## src/design/udp_txcs_pkg.sv

```systemverilog
// UDP transmit checksum: shared types and constants.
// Used by udp_txcs_accum and udp_transmit_checksum_top; depends on nothing.

package udp_txcs_pkg;

  // Sizing and protocol constants
  localparam int unsigned MAX_PAYLOAD = 1472;
  localparam int unsigned RAW_W       = 21;   // 12 words of up to 17 bits

  localparam logic [15:0] UDP_PROTO   = 16'd17;
  localparam logic [15:0] HDR_BYTES   = 16'd8;
  localparam logic [10:0] COUNT_MAX   = 11'h7FF;
  localparam logic [15:0] CSUM_ONES   = 16'hFFFF;

  // Result status codes
  localparam logic [1:0] STATUS_OK        = 2'd0;
  localparam logic [1:0] STATUS_TOO_LARGE = 2'd1;
  localparam logic [1:0] STATUS_MISMATCH  = 2'd2;

  typedef struct packed {
    logic [31:0] source_address;
    logic [31:0] dest_address;
    logic [15:0] source_port;
    logic [15:0] dest_port;
    logic [15:0] payload_length;
    logic [7:0]  data_byte;
    logic        byte_valid;
    logic        last_item;
  } in_item_t;

  typedef struct packed {
    logic [15:0] checksum_value;
    logic [10:0] total_length;
    logic [1:0]  result_status;
  } out_item_t;

  // Unfolded datagram sum with its length and status, passed to the fold stage
  typedef struct packed {
    logic [RAW_W-1:0] raw_sum;
    logic [10:0]      total_length;
    logic [1:0]       result_status;
  } dgram_sum_t;

endpackage

```

## src/design/udp_transmit_checksum_top.sv

```systemverilog
// UDP transmit checksum, top level: input register, accumulator, middle register,
// fold stage and output register. Depends on udp_txcs_pkg and udp_txcs_accum.

// Takes one request per cycle unless a last request waits on a full middle
// register: each payload byte costs a single add into the running sum, so bytes
// stream at one a clock with no gaps. A request with last_item set produces one
// result, summed into the middle register, then folded into the output register;
// other requests produce nothing. The input register feeds the accumulator, the
// whole pseudo header and UDP header are summed in one pass on the last request,
// and the fold, inversion and zero mapping happen in the stage before the output
// register. Addresses, ports and payload_length are taken from the last request.
// Status 1 (payload too large) returns checksum 0 and length 0; status 2
// (byte count mismatch) returns checksum 0 with the declared length.

module udp_transmit_checksum_top (
  input  logic                    clk,
  input  logic                    rst_n,
  input  logic                    in_valid,
  output logic                    in_ready,
  input  udp_txcs_pkg::in_item_t  in_data,
  output logic                    out_valid,
  input  logic                    out_ready,
  output udp_txcs_pkg::out_item_t out_data
);

  udp_txcs_pkg::in_item_t   in_r;
  logic                     in_v_r;
  udp_txcs_pkg::dgram_sum_t acc_res;
  udp_txcs_pkg::dgram_sum_t mid_r;
  logic                     mid_v_r;
  udp_txcs_pkg::out_item_t  out_r, out_nxt;
  logic                     out_v_r;

  logic        out_free, mid_free, in_take, mid_load;
  logic [16:0] fold1;
  logic [16:0] fold2;
  logic [15:0] folded;
  logic [15:0] chk;

  assign out_free = !out_v_r || out_ready;
  assign mid_free = !mid_v_r || out_free;
  assign in_take  = in_v_r && (!in_r.last_item || mid_free);
  assign mid_load = in_take && in_r.last_item;
  assign in_ready = !in_v_r || in_take;

  udp_txcs_accum u_accum (
    .clk   (clk),
    .rst_n (rst_n),
    .take  (in_take),
    .item  (in_r),
    .res   (acc_res)
  );

  // end-around carry folding of the raw sum down to 16 bits
  always_comb begin
    fold1  = 17'(mid_r.raw_sum[15:0]) + 17'(mid_r.raw_sum[udp_txcs_pkg::RAW_W-1:16]);
    fold2  = 17'(fold1[15:0]) + 17'(fold1[16]);
    folded = fold2[16] ? 16'd1 : fold2[15:0];
    chk    = ~folded;
    if (chk == 16'd0) begin
      chk = udp_txcs_pkg::CSUM_ONES;
    end
    out_nxt.checksum_value = (mid_r.result_status == udp_txcs_pkg::STATUS_OK) ? chk : 16'd0;
    out_nxt.total_length   = mid_r.total_length;
    out_nxt.result_status  = mid_r.result_status;
  end

  always_ff @(posedge clk) begin
    if (!rst_n) begin
      in_v_r  <= 1'b0;
      mid_v_r <= 1'b0;
      out_v_r <= 1'b0;
    end else begin
      if (in_ready) begin
        in_v_r <= in_valid;
      end
      if (mid_free) begin
        mid_v_r <= mid_load;
      end
      if (out_free) begin
        out_v_r <= mid_v_r;
      end
    end
  end

  always_ff @(posedge clk) begin
    if (in_valid && in_ready) begin
      in_r <= in_data;
    end
    if (mid_load) begin
      mid_r <= acc_res;
    end
    if (mid_v_r && out_free) begin
      out_r <= out_nxt;
    end
  end

  assign out_valid = out_v_r;
  assign out_data  = out_r;

endmodule

```

## src/design/udp_txcs_accum.sv

```systemverilog
// Per-datagram accumulator: pairs payload bytes into words, keeps the running
// one's complement sum and byte count, and on the last item forms the raw sum.
// Depends on udp_txcs_pkg.

module udp_txcs_accum (
  input  logic                   clk,
  input  logic                   rst_n,
  input  logic                   take,
  input  udp_txcs_pkg::in_item_t item,
  output udp_txcs_pkg::dgram_sum_t res
);

  logic [16:0] sum_r, sum_nxt;
  logic [10:0] count_r, count_nxt;
  logic [7:0]  held_r, held_nxt;
  logic        odd_r, odd_nxt;
  logic        in_dg_r, in_dg_nxt;

  logic [16:0] cur_sum;
  logic [10:0] cur_count;
  logic [7:0]  cur_held;
  logic        cur_odd;
  logic [15:0] pair_word;
  logic [16:0] pair_fold;
  logic [15:0] pad_word;
  logic [10:0] upd_count;
  logic [7:0]  upd_held;
  logic        upd_odd;
  logic [15:0] udp_len;
  logic [16:0] tlen_full;

  always_comb begin
    // a new datagram starts from cleared state
    cur_sum   = in_dg_r ? sum_r   : 17'd0;
    cur_count = in_dg_r ? count_r : 11'd0;
    cur_held  = in_dg_r ? held_r  : 8'd0;
    cur_odd   = in_dg_r ? odd_r   : 1'b0;

    pair_word = (item.byte_valid && cur_odd) ? {cur_held, item.data_byte} : 16'd0;
    pair_fold = 17'({1'b0, cur_sum[15:0]} + 17'(pair_word)) + 17'(cur_sum[16]);
    pair_fold = 17'(pair_fold[15:0]) + 17'(pair_fold[16]);

    upd_odd   = item.byte_valid ? !cur_odd : cur_odd;
    upd_held  = (item.byte_valid && !cur_odd) ? item.data_byte : cur_held;
    upd_count = (item.byte_valid && cur_count != udp_txcs_pkg::COUNT_MAX)
                ? 11'(cur_count + 11'd1) : cur_count;
    pad_word  = upd_odd ? {upd_held, 8'd0} : 16'd0;

    udp_len   = 16'(udp_txcs_pkg::HDR_BYTES + item.payload_length);
    tlen_full = 17'(udp_txcs_pkg::HDR_BYTES) + 17'(item.payload_length);

    res.raw_sum = udp_txcs_pkg::RAW_W'(cur_sum)
                + udp_txcs_pkg::RAW_W'(pair_word)
                + udp_txcs_pkg::RAW_W'(pad_word)
                + udp_txcs_pkg::RAW_W'(item.source_address[31:16])
                + udp_txcs_pkg::RAW_W'(item.source_address[15:0])
                + udp_txcs_pkg::RAW_W'(item.dest_address[31:16])
                + udp_txcs_pkg::RAW_W'(item.dest_address[15:0])
                + udp_txcs_pkg::RAW_W'(udp_txcs_pkg::UDP_PROTO)
                + udp_txcs_pkg::RAW_W'(udp_len)
                + udp_txcs_pkg::RAW_W'(udp_len)
                + udp_txcs_pkg::RAW_W'(item.source_port)
                + udp_txcs_pkg::RAW_W'(item.dest_port);

    if (32'(item.payload_length) > udp_txcs_pkg::MAX_PAYLOAD) begin
      res.result_status = udp_txcs_pkg::STATUS_TOO_LARGE;
      res.total_length  = 11'd0;
    end else begin
      res.total_length  = (tlen_full > 17'(udp_txcs_pkg::COUNT_MAX))
                          ? udp_txcs_pkg::COUNT_MAX : tlen_full[10:0];
      res.result_status = (16'(upd_count) != item.payload_length)
                          ? udp_txcs_pkg::STATUS_MISMATCH : udp_txcs_pkg::STATUS_OK;
    end

    if (item.last_item) begin
      sum_nxt   = 17'd0;
      count_nxt = 11'd0;
      held_nxt  = 8'd0;
      odd_nxt   = 1'b0;
      in_dg_nxt = 1'b0;
    end else begin
      sum_nxt   = (item.byte_valid && cur_odd) ? pair_fold : cur_sum;
      count_nxt = upd_count;
      held_nxt  = upd_held;
      odd_nxt   = upd_odd;
      in_dg_nxt = 1'b1;
    end
  end

  always_ff @(posedge clk) begin
    if (!rst_n) begin
      sum_r   <= 17'd0;
      count_r <= 11'd0;
      held_r  <= 8'd0;
      odd_r   <= 1'b0;
      in_dg_r <= 1'b0;
    end else if (take) begin
      sum_r   <= sum_nxt;
      count_r <= count_nxt;
      held_r  <= held_nxt;
      odd_r   <= odd_nxt;
      in_dg_r <= in_dg_nxt;
    end
  end

endmodule

```

## config.mk

```make
export PLATFORM = sky130hd
export DESIGN_NAME = udp_transmit_checksum_top
export DESIGN_NICKNAME = d
export VERILOG_FILES = /design/src/design/udp_txcs_pkg.sv /design/src/design/udp_transmit_checksum_top.sv /design/src/design/udp_txcs_accum.sv
export SDC_FILE = /design/constraint.sdc
export NUM_CORES = 1
export LEC_CHECK = 0
export BUFFER_PORTS_ARGS = -buffer_cell sky130_fd_sc_hd__buf_4
export CELL_PAD_IN_SITES_DETAIL_PLACEMENT = 0
export CELL_PAD_IN_SITES_GLOBAL_PLACEMENT = 1
export CORE_MARGIN = 3
export CORE_UTILIZATION = 45
export CTS_BUF_LIST = sky130_fd_sc_hd__clkbuf_8
export CTS_CLUSTER_DIAMETER = 100
export DETAILED_ROUTE_END_ITERATION = 6
export GPL_ROUTABILITY_DRIVEN = 0
export GPL_TIMING_DRIVEN = 0
export PLACE_DENSITY = 0.79
export SLEW_MARGIN = 10
export SYNTH_ARGS = -nofsm -noshare
export SYNTH_HDL_FRONTEND = slang
export SYNTH_SLANG_ARGS = --single-unit
```

## constraint.sdc

```tcl
create_clock -name clk -period 21.9 [get_ports clk]
set_clock_uncertainty 0.1 [all_clocks]
set_input_delay 4.38 -clock clk [delete_from_list [all_inputs] [get_ports clk]]
set_output_delay 4.38 -clock clk [all_outputs]
set_load 0.02 [all_outputs]
```

==> flow_metrics.tcl <==
set metrics [dict create \
    status "finished, final reports clean" \
    fin_nets 1813 \
    starting_drc_count_in_detailed_routing 689 \
    ir_worst_vdd_v 0.0000768 \
    detailedPlace.worstSlack_ns 12.13 \
    number_of_routed_nets_with_antenna_violations 0 \
    fp.dieH_um 186 \
    synth.cell_area_um2 14600 \
    ios 157 \
    timing.hold.ws_ns 0.317 \
    die-width_um 186 \
    most_common_cell_after_layout_fill_and_taps_aside "sky130_fd_sc_hd__edfxtp_1" \
    final_period_minus_worst_setup_slack_ns 9.77 \
    synthesis.yosys.warnings 0 \
    synth_area_per_cell_um2 11.1 \
    clk_latency_ns 0.57 \
    cts_hold_buf 0 \
    grt-ovfl-total 0 \
    crit_path_cell_trace "buf_4, nor2b_1, nand4_1, buf_4" \
    synth_top_area_cell "sky130_fd_sc_hd__edfxtp_1" \
    cp_num_buf_inv 2 \
    timing.final.hold_violations 0 \
    start_util_pct 45.9 \
    fp-row-count 65 \
    dieArea_um2 34600 \
    p_seq_share_pct 29.8 \
    cts_setup_buffers 0 \
    combinationalPowerShare_pct 48.2 \
    sort_of_element_at_the_end_of_the_critical_path "output pin" \
    postSynthNetCount 1610 \
    worstSetupStartpoint "out_ready" \
    cts-buffers-inserted 43 \
    post_drt_via_cell_ratio 5.27 \
    leakagePower_nw 7.10 \
    clockRootBuffer "sky130_fd_sc_hd__clkbuf_8" \
    totalWireLength_mm 34.9 \
    numPortBuffers 155 \
    slew-limit-headroom_pct 26.1 \
    yosys_most_used_dff "sky130_fd_sc_hd__edfxtp_1" \
    switching_share_pct 37.7 \
    synth_edf_count 185 \
    ctsLongestPathBuffers 3 \
    drive_gt1_share_pct 16.1 \
    p_int_w 0.00122 \
    most_used_cell_along_the_critical_path "sky130_fd_sc_hd__buf_4" \
    grt_pass1_vias 10007 \
    power.share.clock_pct 22.0 \
    worst-setup-path-type "input port to output pin" \
    cts_sinks 226 \
    synth_seq_area_share_pct 43.8 \
    startpoint_type "input port" \
    drt_drc_violations_left 0 \
    finalWorstSetupSlack_ns 12.13 \
    synthDominantCellAreaShare_pct 38.1 \
    cts_resized 0 \
    core_region_area_um2 31700 \
    ys_top_cells_by_area "sky130_fd_sc_hd__edfxtp_1 (38%), sky130_fd_sc_hd__fa_1 (15%), sky130_fd_sc_hd__dfxtp_1 (5.6%)" \
    worst_hold_startpoint "mid_r[3]" \
    largest_net_degree_at_the_start_of_global_routing 65 \
    most-common-layout-cells "sky130_fd_sc_hd__edfxtp_1 (185), sky130_fd_sc_hd__inv_1 (173), sky130_fd_sc_hd__buf_4 (156), sky130_fd_sc_hd__fa_1 (107), sky130_fd_sc_hd__nand2_1 (97)" \
    worst_ep_arrival_time_ns 5.29 \
    crit_path_top_delay_cell "sky130_fd_sc_hd__nor2b_1" \
    drt-wirelength-per-cell_um 17.9 \
    detailed_place_hpwl_mm 27.6 \
    final.period_utilization_pct 44.6 \
    slowest_delay_ns 0.37 \
    area.growth.synth_to_final_pct 18.1 \
    crit_fanout 5 \
    power.density_nw_per_um2 114 \
    timing.max_cap.violations 0 \
    final-max-slew-violation-count 0 \
    ys_seq_elements 226 \
    fin_setup_tns_ns 0 \
    path_delay_family "simple AND/OR/NAND/NOR gates" \
    ys_types 76 \
    setup_viol_count_final 0 \
    clkTransAtPathRegs_ns 0.05 \
    groute.usage.overall_pct 20.1 \
    first_pass_iters 5 \
    worst_hold_path_type "flip-flop to flip-flop" \
    synthArstFlopShare_pct 0 \
    timing.fmax_mhz 102 \
    grt_pass1_wl_mm 53.6 \
    launch_point_of_the_worst_reg_to_reg_path "u_accum.in_dg_r" \
    antenna_found_initial 2 \
    switching_power_w 0.000739 \
    detailroute.via_count 10289 \
    tightestPinTransition_ns 1.10 \
    clock_tree.htree_level_count 2 \
    worst_ep_required_time_ns 17.42 \
    num_antenna_cells 0 \
    unrepaired_setup_endpoints_after_global_routing "no" \
    clock_tree_from_tritoncts "yes" \
    syn_inst 1312 \
]
worst reg2reg max path: cells and delay by family, from the launching register on:
family / cells / cell delay [ns]
simple gates: 6 / 1.07
compound gates: 8 / 1.63
fa+ha+maj: 8 / 3.36
flops: 1 / 0.46
xor+xnor: 2 / 0.33
buf+inv: 8 / 1.85
flip-flops by register name (all words and copies together) (netlist names):
signal and flops:
u_accum.held_r 8, in_v_r 1, mid_v_r 1, u_accum.odd_r 1
out_data 29, out_valid 1, u_accum.sum_r 17, u_accum.count_r 11
in_r 122, u_accum.in_dg_r 1, mid_r 34
final cells by class:
cell class	instances	area, µm²
Clock buffer	43	592
Buffer	42	171
Fill cell	2809	14500
Multi-Input combinational cell	880	7420
Clock inverter	36	299
Tap cell	402	503
Inverter	164	616
Timing Repair Buffer	158	1230
Sequential cell	226	6380
power by group through the flow:
stage	Combinational, W	Sequential (W)	Clock [W]
final	0.000946	0.000584	0.000433
after global routing	0.00108	0.000588	0.000469
after CTS	0.000956	0.000584	0.000447
after detailed placement	0.000952	0.000592	0
after global placement	0.000932	0.000593	0
after floorplan	0.000745	0.000584	0
synthesized netlist by cell type (4+ instances only):
master                     count
sky130_fd_sc_hd__a211oi_1      4
sky130_fd_sc_hd__nor2_1       44
sky130_fd_sc_hd__dfxtp_1      41
sky130_fd_sc_hd__nor4_1        4
sky130_fd_sc_hd__nand2_1      97
sky130_fd_sc_hd__nor2b_1      35
sky130_fd_sc_hd__edfxtp_1    185
sky130_fd_sc_hd__o21ai_1       6
sky130_fd_sc_hd__xor2_1       33
sky130_fd_sc_hd__nor3b_1       4
sky130_fd_sc_hd__o21ai_0      68
sky130_fd_sc_hd__xnor2_1      69
sky130_fd_sc_hd__and3_1       23
sky130_fd_sc_hd__a31oi_1       7
sky130_fd_sc_hd__o21a_1       10
sky130_fd_sc_hd__fa_1        107
sky130_fd_sc_hd__clkbuf_1     35
sky130_fd_sc_hd__nand3_1      33
sky130_fd_sc_hd__o21bai_1      8
sky130_fd_sc_hd__and2_1       44
sky130_fd_sc_hd__nand4_1      20
sky130_fd_sc_hd__a21o_1       13
sky130_fd_sc_hd__nor3_1       21
sky130_fd_sc_hd__inv_1       164
sky130_fd_sc_hd__or3_1         5
sky130_fd_sc_hd__nand2b_1      8
sky130_fd_sc_hd__a21oi_1      52
sky130_fd_sc_hd__a22oi_1      20
sky130_fd_sc_hd__or4_1         4
sky130_fd_sc_hd__o211ai_1      8
sky130_fd_sc_hd__or2_2         6
sky130_fd_sc_hd__o31ai_1       5
sky130_fd_sc_hd__ha_1         65
sky130_fd_sc_hd__a21boi_0      6
worst paths after layout:
path                                     to  slack (ns)  cells past startpoint
worst max register to register    mid_r[31]       12.81                     32
worst min register to register  out_data[3]        0.32                      0
worst min-delay path            out_data[3]        0.32                      0
worst max-delay path               in_ready       12.13                      4
logic make-up (layout without fill, tap and decap cells):
logic type | after synthesis | in the layout | share of synthesized area, %
DFF | 226 | 226 | 43.8
buffers and inverters | 206 | 443 | 5.40
and+or+nand+nor | 365 | 365 | 13.2
AOI/OAI and AO/OA | 239 | 239 | 10.9
xor gates and xnor gates | 104 | 104 | 6.43
adders and majority gates | 172 | 172 | 20.3
through the flow:
stage / std cells / util, % / power [W] / instance area (µm²)
6_report: 1951 / 54.2 / 0.00196 / 17200
2_1_floorplan: 1312 / - / 0.00133 / 14600
5_1_grt: 1951 / 54.2 / 0.00214 / 17200
3_5_place_dp: 1872 / 51.4 / 0.00154 / 16300
4_1_cts: 1951 / 54.2 / 0.00199 / 17200
3_3_place_gp: 1869 / 51.2 / 0.00153 / 16200
per-layer routing:
layer,GRT usage (%),vias up,wire [µm]
li1,-,4948,-
met1,28.8,4971,15600
met2,31.6,309,16000
met3,4.28,57,2580
met4,5.06,4,716
met5,0,-,27
No activity file was read; power rests on OpenSTA's default activity.
